<file path="src/hw/rtl/ffaa_pkg.sv">
`timescale 1ns / 1ps
// ----------------------------------------------------------------------------
// ffaa_pkg
// Shared types and codes of the first-fit arena allocator.
// ----------------------------------------------------------------------------
package ffaa_pkg;

	typedef enum logic [1:0] {
		OP_INIT    = 2'd0,
		OP_ALLOC   = 2'd1,
		OP_RELEASE = 2'd2,
		OP_RESIZE  = 2'd3
	} op_t;

	typedef enum logic [1:0] {
		ST_OK          = 2'd0,
		ST_NO_SPACE    = 2'd1,
		ST_BAD_ADDRESS = 2'd2
	} status_t;

	// what a hit cell does during a walk
	typedef enum logic [1:0] {
		W_FIT  = 2'd0,
		W_FREE = 2'd1,
		W_RSZ  = 2'd2
	} walk_t;

	typedef enum logic [2:0] {
		S_IDLE  = 3'd0,
		S_WALK1 = 3'd1,
		S_WALK2 = 3'd2,
		S_WALK3 = 3'd3,
		S_RESP  = 3'd4
	} state_t;

	typedef struct packed {
		logic hit;
		logic miss;
		logic split;
		logic absorb;
	} cell_rpt_t;

	localparam int ADDR_W = 11;
	localparam int SIZE_W = 16;
	localparam int DATA_W = 32;

endpackage

</file>
<file path="src/hw/rtl/ffaa_cell.sv">
`timescale 1ns / 1ps
// ----------------------------------------------------------------------------
// ffaa_cell
// One segment slot: holds a segment, matches the walk token, shifts to insert
// or remove a neighbour.
// ----------------------------------------------------------------------------
module ffaa_cell #(
	parameter int LW     = 12,
	parameter int HDR    = 24,
	parameter int ARENA  = 2048,
	parameter bit HEAD   = 1'b0
) (
	input  logic                      clk,
	input  logic                      arst_n,
	input  logic                      init,
	input  logic                      start,
	input  ffaa_pkg::walk_t           mode,
	input  logic                      not_full,
	input  logic [ffaa_pkg::SIZE_W-1:0] size,
	input  logic [ffaa_pkg::ADDR_W-1:0] addr,
	input  logic                      shr,
	input  logic                      shl,
	input  logic                      tok_in,
	input  logic                      left_valid,
	input  logic                      left_free,
	input  logic [LW-1:0]             left_start,
	input  logic [LW-1:0]             left_len,
	input  logic                      left_hs,
	input  logic                      right_valid,
	input  logic                      right_free,
	input  logic [LW-1:0]             right_start,
	input  logic [LW-1:0]             right_len,
	output logic                      tok_out,
	output logic                      valid,
	output logic                      free,
	output logic [LW-1:0]             seg_start,
	output logic [LW-1:0]             seg_len,
	output logic                      hit_split,
	output ffaa_pkg::cell_rpt_t       rpt
);
	import ffaa_pkg::*;

	localparam int XW = (LW > SIZE_W ? LW : SIZE_W) + 2;

	logic          valid_q, free_q, tok_q, passed_q;
	logic [LW-1:0] start_q, len_q;
	logic [XW-1:0] len_x, size_x, hdr_x;
	logic          fit, split_ok, addr_hit, match, hit, absorb;

	always_comb begin
		len_x    = XW'(len_q);
		size_x   = XW'(size);
		hdr_x    = XW'(HDR);
		fit      = len_x >= size_x;
		split_ok = not_full && (len_x >= size_x + hdr_x + XW'(1));
		addr_hit = (XW'(start_q) + hdr_x) == XW'(addr);
		match    = (mode == W_FIT) ? (free_q && fit) : addr_hit;
		hit      = tok_q && valid_q && match;
		absorb   = (mode == W_RSZ) && right_valid && right_free && (size != '0) && !fit &&
			(len_x + hdr_x + XW'(right_len) >= size_x);
		tok_out  = tok_q && valid_q && !match;
		hit_split = hit && (mode == W_FIT) && split_ok;
		rpt.hit    = hit;
		rpt.miss   = tok_q && !valid_q;
		rpt.split  = hit_split;
		rpt.absorb = hit && absorb;
	end

	always_ff @(posedge clk or negedge arst_n) begin
		if (!arst_n) begin
			valid_q  <= HEAD;
			free_q   <= 1'b1;
			start_q  <= '0;
			len_q    <= LW'(ARENA - HDR);
			tok_q    <= 1'b0;
			passed_q <= 1'b0;
		end else if (init) begin
			valid_q  <= HEAD;
			free_q   <= 1'b1;
			start_q  <= '0;
			len_q    <= LW'(ARENA - HDR);
			tok_q    <= 1'b0;
			passed_q <= 1'b0;
		end else begin
			tok_q <= tok_in;
			if (start) begin
				passed_q <= 1'b0;
			end else if (tok_out) begin
				passed_q <= 1'b1;
			end
			if (hit) begin
				case (mode)
					W_FIT: begin
						free_q <= 1'b0;
						if (split_ok) begin
							len_q <= LW'(size_x);
						end
					end
					W_FREE: begin
						free_q <= 1'b1;
					end
					W_RSZ: begin
						if (size == '0) begin
							free_q <= 1'b1;
						end else if (absorb) begin
							len_q <= LW'(len_x + hdr_x + XW'(right_len));
						end
					end
					default: begin
					end
				endcase
			end else if (shr && !passed_q && !tok_q) begin
				if (left_hs) begin
					valid_q <= 1'b1;
					free_q  <= 1'b1;
					start_q <= LW'(XW'(left_start) + hdr_x + size_x);
					len_q   <= LW'(XW'(left_len) - size_x - hdr_x);
				end else begin
					valid_q <= left_valid;
					free_q  <= left_free;
					start_q <= left_start;
					len_q   <= left_len;
				end
			end else if (shl && !passed_q && !tok_q) begin
				valid_q <= right_valid;
				free_q  <= right_free;
				start_q <= right_start;
				len_q   <= right_len;
			end
		end
	end

	assign valid     = valid_q;
	assign free      = free_q;
	assign seg_start = start_q;
	assign seg_len   = len_q;

endmodule

</file>
<file path="config.mk">
export PLATFORM = sky130hd
export DESIGN_NAME = ffaa_cell
export DESIGN_NICKNAME = d
export VERILOG_FILES = /design/src/hw/rtl/ffaa_pkg.sv /design/src/hw/rtl/ffaa_cell.sv
export SDC_FILE = /design/constraint.sdc
export NUM_CORES = 1
export LEC_CHECK = 0
export BUFFER_PORTS_ARGS = -buffer_cell sky130_fd_sc_hd__buf_2
export CAP_MARGIN = 20
export CELL_PAD_IN_SITES_DETAIL_PLACEMENT = 0
export CELL_PAD_IN_SITES_GLOBAL_PLACEMENT = 2
export CORE_MARGIN = 2
export CORE_UTILIZATION = 30
export CTS_BUF_LIST = sky130_fd_sc_hd__clkbuf_4 sky130_fd_sc_hd__clkbuf_8
export DETAILED_ROUTE_END_ITERATION = 8
export GPL_ROUTABILITY_DRIVEN = 0
export MAX_ROUTING_LAYER = met4
export PLACE_DENSITY_LB_ADDON = 0.1
export SETUP_SLACK_MARGIN = 0.4
export SYNTH_ARGS = -nofsm -noshare
export SYNTH_HDL_FRONTEND = slang
export SYNTH_SLANG_ARGS = --single-unit
</file>
<file path="constraint.sdc">
create_clock -name clk -period 4.15 [get_ports clk]
set_input_delay 0 -clock clk [delete_from_list [all_inputs] [get_ports clk]]
set_output_delay 0 -clock clk [all_outputs]
set_load 0.01 [all_outputs]
</file>
# ---- Yosys cells after proc, flatten, opt, wreduce, memory -nomap -nowiden
# Index checks and enable logic that the tools add are counted.
dict set report word_totals {
  register_bits 28
  latch_bits 0
  ram_bits 0
  romBits 0
  input_bits 90
  output_inout_bits 32
  wordCells 91
  memories 0
}
dict set report classes {
  n_addsub 9
  mul 0
  n_div 0
  order_cmp 3
  eq_ne 10
  shifts 0
  muxes 31
  n_bitwise 0
  n_reduce_logical 32
}
# op count
set ops {}
lappend ops {{2-to-1 mux 12 bit} 13}
lappend ops {{adder 12 x 5 -> 13 bit, second input constant} 2}
lappend ops {{one-hot mux 12 bit (2 select lines)} 1}
lappend ops {{adder 17 x 1 -> 18 bit, second input constant} 1}
lappend ops {{>= comparator 12 x 18 -> 1 bit} 1}
lappend ops {{logical AND 1 bit} 18}
lappend ops {{adder 16 x 5 -> 17 bit, second input constant} 1}
lappend ops {{>= comparator 12 x 16 -> 1 bit} 1}
lappend ops {{>= comparator 14 x 16 -> 1 bit} 1}
lappend ops {{logical NOT 16 bit} 1}
lappend ops {{2-to-1 mux 1 bit} 16}
lappend ops {{nonzero test 16 bit} 1}
lappend ops {{adder 13 x 12 -> 14 bit} 1}
lappend ops {{== test 13 x 11 -> 1 bit} 1}
lappend ops {{adder 12 bit} 1}
lappend ops {{adder 12 x 5 -> 12 bit, second input constant} 1}
lappend ops {{!= test 4 bit, second input constant} 3}
lappend ops {{subtractor 12 bit} 1}
lappend ops {{subtractor 12 x 6 -> 12 bit, second input constant} 1}
lappend ops {{nonzero test 3 bit} 2}
lappend ops {{logical NOT 1 bit} 5}
lappend ops {{!= test 5 x 2 -> 1 bit, second input constant} 1}
lappend ops {{AND reduction 5 bit} 1}
lappend ops {{!= test 4 x 2 -> 1 bit, second input constant} 1}
lappend ops {{9 further kinds} 9}

# ---- Logic depth before layout (Yosys ltp)
dict set report depth {
  ltp_word 11
  mapped_depth 20
  depth_no_buf 19
}

# ---- Worst setup path before layout
# Ideal clock, no wire load.
dict set report synth_path {
  path_kind {register to register}
  from {register len_q[1] (netlist: seg_len[1])}
  to {register len_q[5] (netlist: seg_len[5])}
  setup_ns 0.085
  arrival_ns 4.144
  required_ns 4.065
  setup_slack_ns -0.079
  stages_incl_launch_ff 20
  n_path_buf 1
  period_less_slack_ns 4.229
  path_cell_list {dfrtp_1 -> ha_1 -> ha_1 -> fa_1 -> a211oi_1 -> o21a_1 -> nor2_1 -> o22ai_1 -> xor2_1 -> inv_1 -> ha_1 -> a21o_1 -> a21oi_1 -> nor2b_1 -> a2111oi_0 -> a2111oi_0 -> o22ai_1 -> o21ai_2 -> buf_6 -> mux2_1}
}
dict set report synth_via {
  elab_chain_cells 7
  word_cells_on_any_way 23
  classes_between {2 x add/sub; 3 x order compare; 4 x eq/ne; 6 x mux; 8 x reduce/logical}
}
# item line_no
set synth_lines {}
lappend synth_lines {{from (decl)} ffaa_cell.sv:46} ;# logic [LW-1:0] start_q, len_q;
lappend synth_lines {{from (signal assigned)} ffaa_cell.sv:74} ;# len_q <= LW'(ARENA - HDR);
lappend synth_lines {{from (signal assigned)} ffaa_cell.sv:81} ;# len_q <= LW'(ARENA - HDR);
lappend synth_lines {{from (signal assigned)} ffaa_cell.sv:96} ;# len_q <= LW'(size_x);
lappend synth_lines {{branches (longest 7 deep; another with >= comparator 14 x 16 -> 1 bit)} n/a}
# Several ways; the timed one is not identified. The select of a mux whose other input is x is not followed.
# A chain may end at the register's enable or synchronous reset.

# ---- Worst setup path in the final report
dict set report layout_path {
  from {register len_q[1] (netlist: seg_len[1])}
  to {register len_q[10] (netlist: seg_len[10])}
}
# Same word-level chain as after synthesis.

==> impl_metrics.csv <==
group,metric,value,unit
status,run_status,"completed",
final_layout,antenna_cells_inserted,0,
global_route,grt_pass1_vias,5377,
route,routed_wl,19400,um
yosys,yosysWarnings,0,
yosys,asyncSetResetFlopFracSynth,1.00,
setup_path,worst_ep_arrival_time,4350,ps
route,route.detailed.wl_per_inst,18.5,um
yosys,yosys_register_bits,28,
sta,min_period,4120,ps
global_route,grt.overflow.total,0,
clock_network,cts_sinks,28,
final_layout,post-route-util,0.376,
sta,final_number_of_hold_violating_endpoints,0,
sta,worst_slew_pin_slew,990,ps
clock_network,clk-insertion-delay-late,300,ps
die,die_h,138,um
placed_design,port_buffers,121,
placed_design,post_dp_cell_area,6370,um^2
yosys,synth.area.top_cells,"sky130_fd_sc_hd__ha_1, sky130_fd_sc_hd__dfrtp_1, sky130_fd_sc_hd__inv_1, sky130_fd_sc_hd__mux2i_1, sky130_fd_sc_hd__dfstp_2",
final_layout,layout-drive-gt1-share,0.253,
route,drtPass1Iterations,4,
global_route,grt_first_pass_wirelength,30200,um
sta,setup_violations,0,
yosys,synthesis.instances,677,
clock_network,cts-root-to-sink-buffers,2,
min_path,hp-class,"in -> reg",
global_route,maximum_number_of_pins_on_one_net_before_global_route_repair,42,
power_and_ir_drop,pwr_density_cell,263,nW/um^2
sta,setup-tns-final,0,ps
global_route,overall_routing_resource_usage,0.204,
placed_design,pre_cts_ws,-38.1,ps
yosys,synth_area_per_inst,7.96,um^2
setup_path,worst_setup_path_start_kind,"flip-flop",
setup_path,critical_path_class,"reg -> reg",
final_layout,areaGrowthSynthToFinish,24.0,%
sta,maximum_clock_frequency,243,MHz
route,remaining_drc_errors,0,
clock_network,cts_made_buffers,3,
clock_network,clock_transition_time_at_the_flip_flop_clock_pins_of_the_worst_setup_and_hold_paths,110,ps
placed_design,detailed_place_hpwl,16200,um
die,initial_util,0.303,
yosys,synth_area,5390,um^2
setup_path,crit_required,4380,ps
die,dieArea,19100,um^2
yosys,yosysUniqueCellTypes,66,
yosys,synthFlopType,"sky130_fd_sc_hd__dfrtp_1",
clock_network,tritoncts_clock_tree,"yes",
yosys,synth-edff-count,0,
power_and_ir_drop,total_leakage_power,3.34,nW
yosys,synth.top_cell.area_share,0.253,
die,floorplan.io_pins,122,
sta,timing.max_slew.rel_slack,0.331,
sta,clock_skew,3.48,ps
yosys,synthesis.nets,879,
die,die_x,138,um
die,number_of_rows_created_at_floorplan,49,
route,vias_cell,5.23,
yosys,most_frequently_used_cell_type_in_the_post_synthesis_netlist,"sky130_fd_sc_hd__ha_1",
yosys,yosys-top-cells-count,"sky130_fd_sc_hd__ha_1, sky130_fd_sc_hd__inv_1, sky130_fd_sc_hd__nor2_1, sky130_fd_sc_hd__nand2_1, sky130_fd_sc_hd__a21oi_1",
sta,timing.final.ws_setup,27.8,ps
setup_path,critical_path.endpoint_type,"flip-flop",
yosys,yosys.area.top_type,"sky130_fd_sc_hd__ha_1",
setup_path,crit_fanout,6,
clock_network,cts-htree-levels,1,
sta,post-route-period-util,0.993,
power_and_ir_drop,ir_drop,0.124,mV
global_route,grt_antenna_before_repair,0,
yosys,synth_seq_area_share,0.132,
route,postRouteAntennaNets,0,
route,via_count,5474,
sta,hold_slack,29.8,ps
sta,slew_limit_fails,0,
final_layout,finalInstanceArea,6680,um^2
power_and_ir_drop,total_power,1.76,mW
placed_design,placed_cells,1026,
route,drt_iter0_drc,269,
final_layout,final_nets,1020,
final_layout,layoutNonFillerInstCount,1046,
final_layout,final.fill_count,1930,
die,design.core.area,17800,um^2
clock_network,cts_root_buf,"sky130_fd_sc_hd__clkbuf_8",
sta,unrepaired_setup_endpoints_after_global_routing,"yes",
flow_run,max_cap_viol_count,0,
## sequential cells by signal (all words and copies together), names as in the netlist
register and flops:
seg_len 12, free 1, tok_q 1, passed_q 1
valid 1, seg_start 12
## metal layers
metal	vias up	global-route usage	share of wire
li1	2746	-	-
met3	8	0.0177	0.039
met4	0	0.0274	0.0060
met1	2600	0.285	0.50
met2	120	0.331	0.46
met5	-	-	0
## worst max-delay path: stages, from the launching register on
cell	delay, ps
sky130_fd_sc_hd__dfrtp_1	420
sky130_fd_sc_hd__ha_4	230
sky130_fd_sc_hd__ha_4	160
sky130_fd_sc_hd__fa_2	410
sky130_fd_sc_hd__a211oi_2	240
sky130_fd_sc_hd__o21a_1	210
sky130_fd_sc_hd__nor2_2	60
sky130_fd_sc_hd__o22ai_2	120
sky130_fd_sc_hd__xor2_1	210
sky130_fd_sc_hd__inv_1	100
sky130_fd_sc_hd__ha_4	270
sky130_fd_sc_hd__nand4_1	90
sky130_fd_sc_hd__a21oi_1	110
sky130_fd_sc_hd__o21ai_1	110
sky130_fd_sc_hd__a2111oi_2	450
sky130_fd_sc_hd__o22ai_2	170
sky130_fd_sc_hd__o21ai_2	200
sky130_fd_sc_hd__buf_6	140
sky130_fd_sc_hd__buf_6	130
sky130_fd_sc_hd__mux2i_1	210
## final cells by class
type	count	area, um^2	area share
clock buffers	3	41.3	0.00618
clock inverters	1	30.0	0.00449
inverters	78	293	0.0438
multi-input cells	547	4410	0.659
flip-flops and latches	28	711	0.106
well taps	229	287	0.0429
repair buffers	160	916	0.137
## worst paths after layout
kind	startpoint	slack, ps	to	cells after the start
worst max-delay path	seg_len[1]$_DFFE_PN0P_	30	seg_len[10]$_DFFE_PN1P_	19
worst min-delay path	right_start[3]	30	seg_start[3]$_DFFE_PN0P_	3
worst max register to register	seg_len[1]$_DFFE_PN0P_	30	seg_len[10]$_DFFE_PN1P_	19
worst min register to register	seg_len[3]$_DFFE_PN1P_	510	seg_len[3]$_DFFE_PN1P_	2
max in group asynchronous	arst_n	3420	seg_len[2]$_DFFE_PN0P_	2
min in group asynchronous	arst_n	270	seg_start[0]$_DFFE_PN0P_	2
## report_power, final
part | switching [mW] | internal (mW)
sequential | 0.0371 | 0.308
clock | 0.104 | 0.130
combinational | 0.633 | 0.545
## timing repair
item                                    CTS  global route
endpoints found under the setup margin   13            13
hold endpoints to repair                 23             0
resized for setup                         9            12
hold buffers                              4             0
buffers inserted                          7             5
pin swaps                                14            14
## layout by cell type (no fill, tap or decap), types with 5 or more instances in the layout
cell type,n
sky130_fd_sc_hd__nor2b_1,9
sky130_fd_sc_hd__o21ai_1,5
sky130_fd_sc_hd__mux2i_1,27
sky130_fd_sc_hd__buf_2,121
sky130_fd_sc_hd__dfrtp_1,20
sky130_fd_sc_hd__nor3_1,19
sky130_fd_sc_hd__nand2b_1,7
sky130_fd_sc_hd__a211oi_1,19
sky130_fd_sc_hd__a211o_1,5
sky130_fd_sc_hd__a21oi_1,34
sky130_fd_sc_hd__ha_1,104
sky130_fd_sc_hd__nand2_1,41
sky130_fd_sc_hd__o211ai_1,11
sky130_fd_sc_hd__o21a_1,7
sky130_fd_sc_hd__or2_2,5
sky130_fd_sc_hd__nand3_1,18
sky130_fd_sc_hd__and2_1,6
sky130_fd_sc_hd__xor2_1,20
sky130_fd_sc_hd__o21ai_0,29
sky130_fd_sc_hd__dfstp_2,8
sky130_fd_sc_hd__nor2_1,43
sky130_fd_sc_hd__xnor2_1,21
sky130_fd_sc_hd__inv_1,78
sky130_fd_sc_hd__buf_4,33
sky130_fd_sc_hd__o2111ai_1,7
sky130_fd_sc_hd__a21o_1,12
sky130_fd_sc_hd__mux2_4,5
sky130_fd_sc_hd__nor4_1,8
## cell families (layout without fill, tap and decap cells)
group           Yosys count  in the layout  synth area share
simple gates            185            185             0.172
compound gates          172            172             0.218
fa+ha+maj               112            112             0.264
buf+inv                 102            242            0.0762
xor+xnor                 42             42            0.0683
mux                      36             36            0.0697
flops                    28             28             0.132
Power figures use the tool's default switching activity.
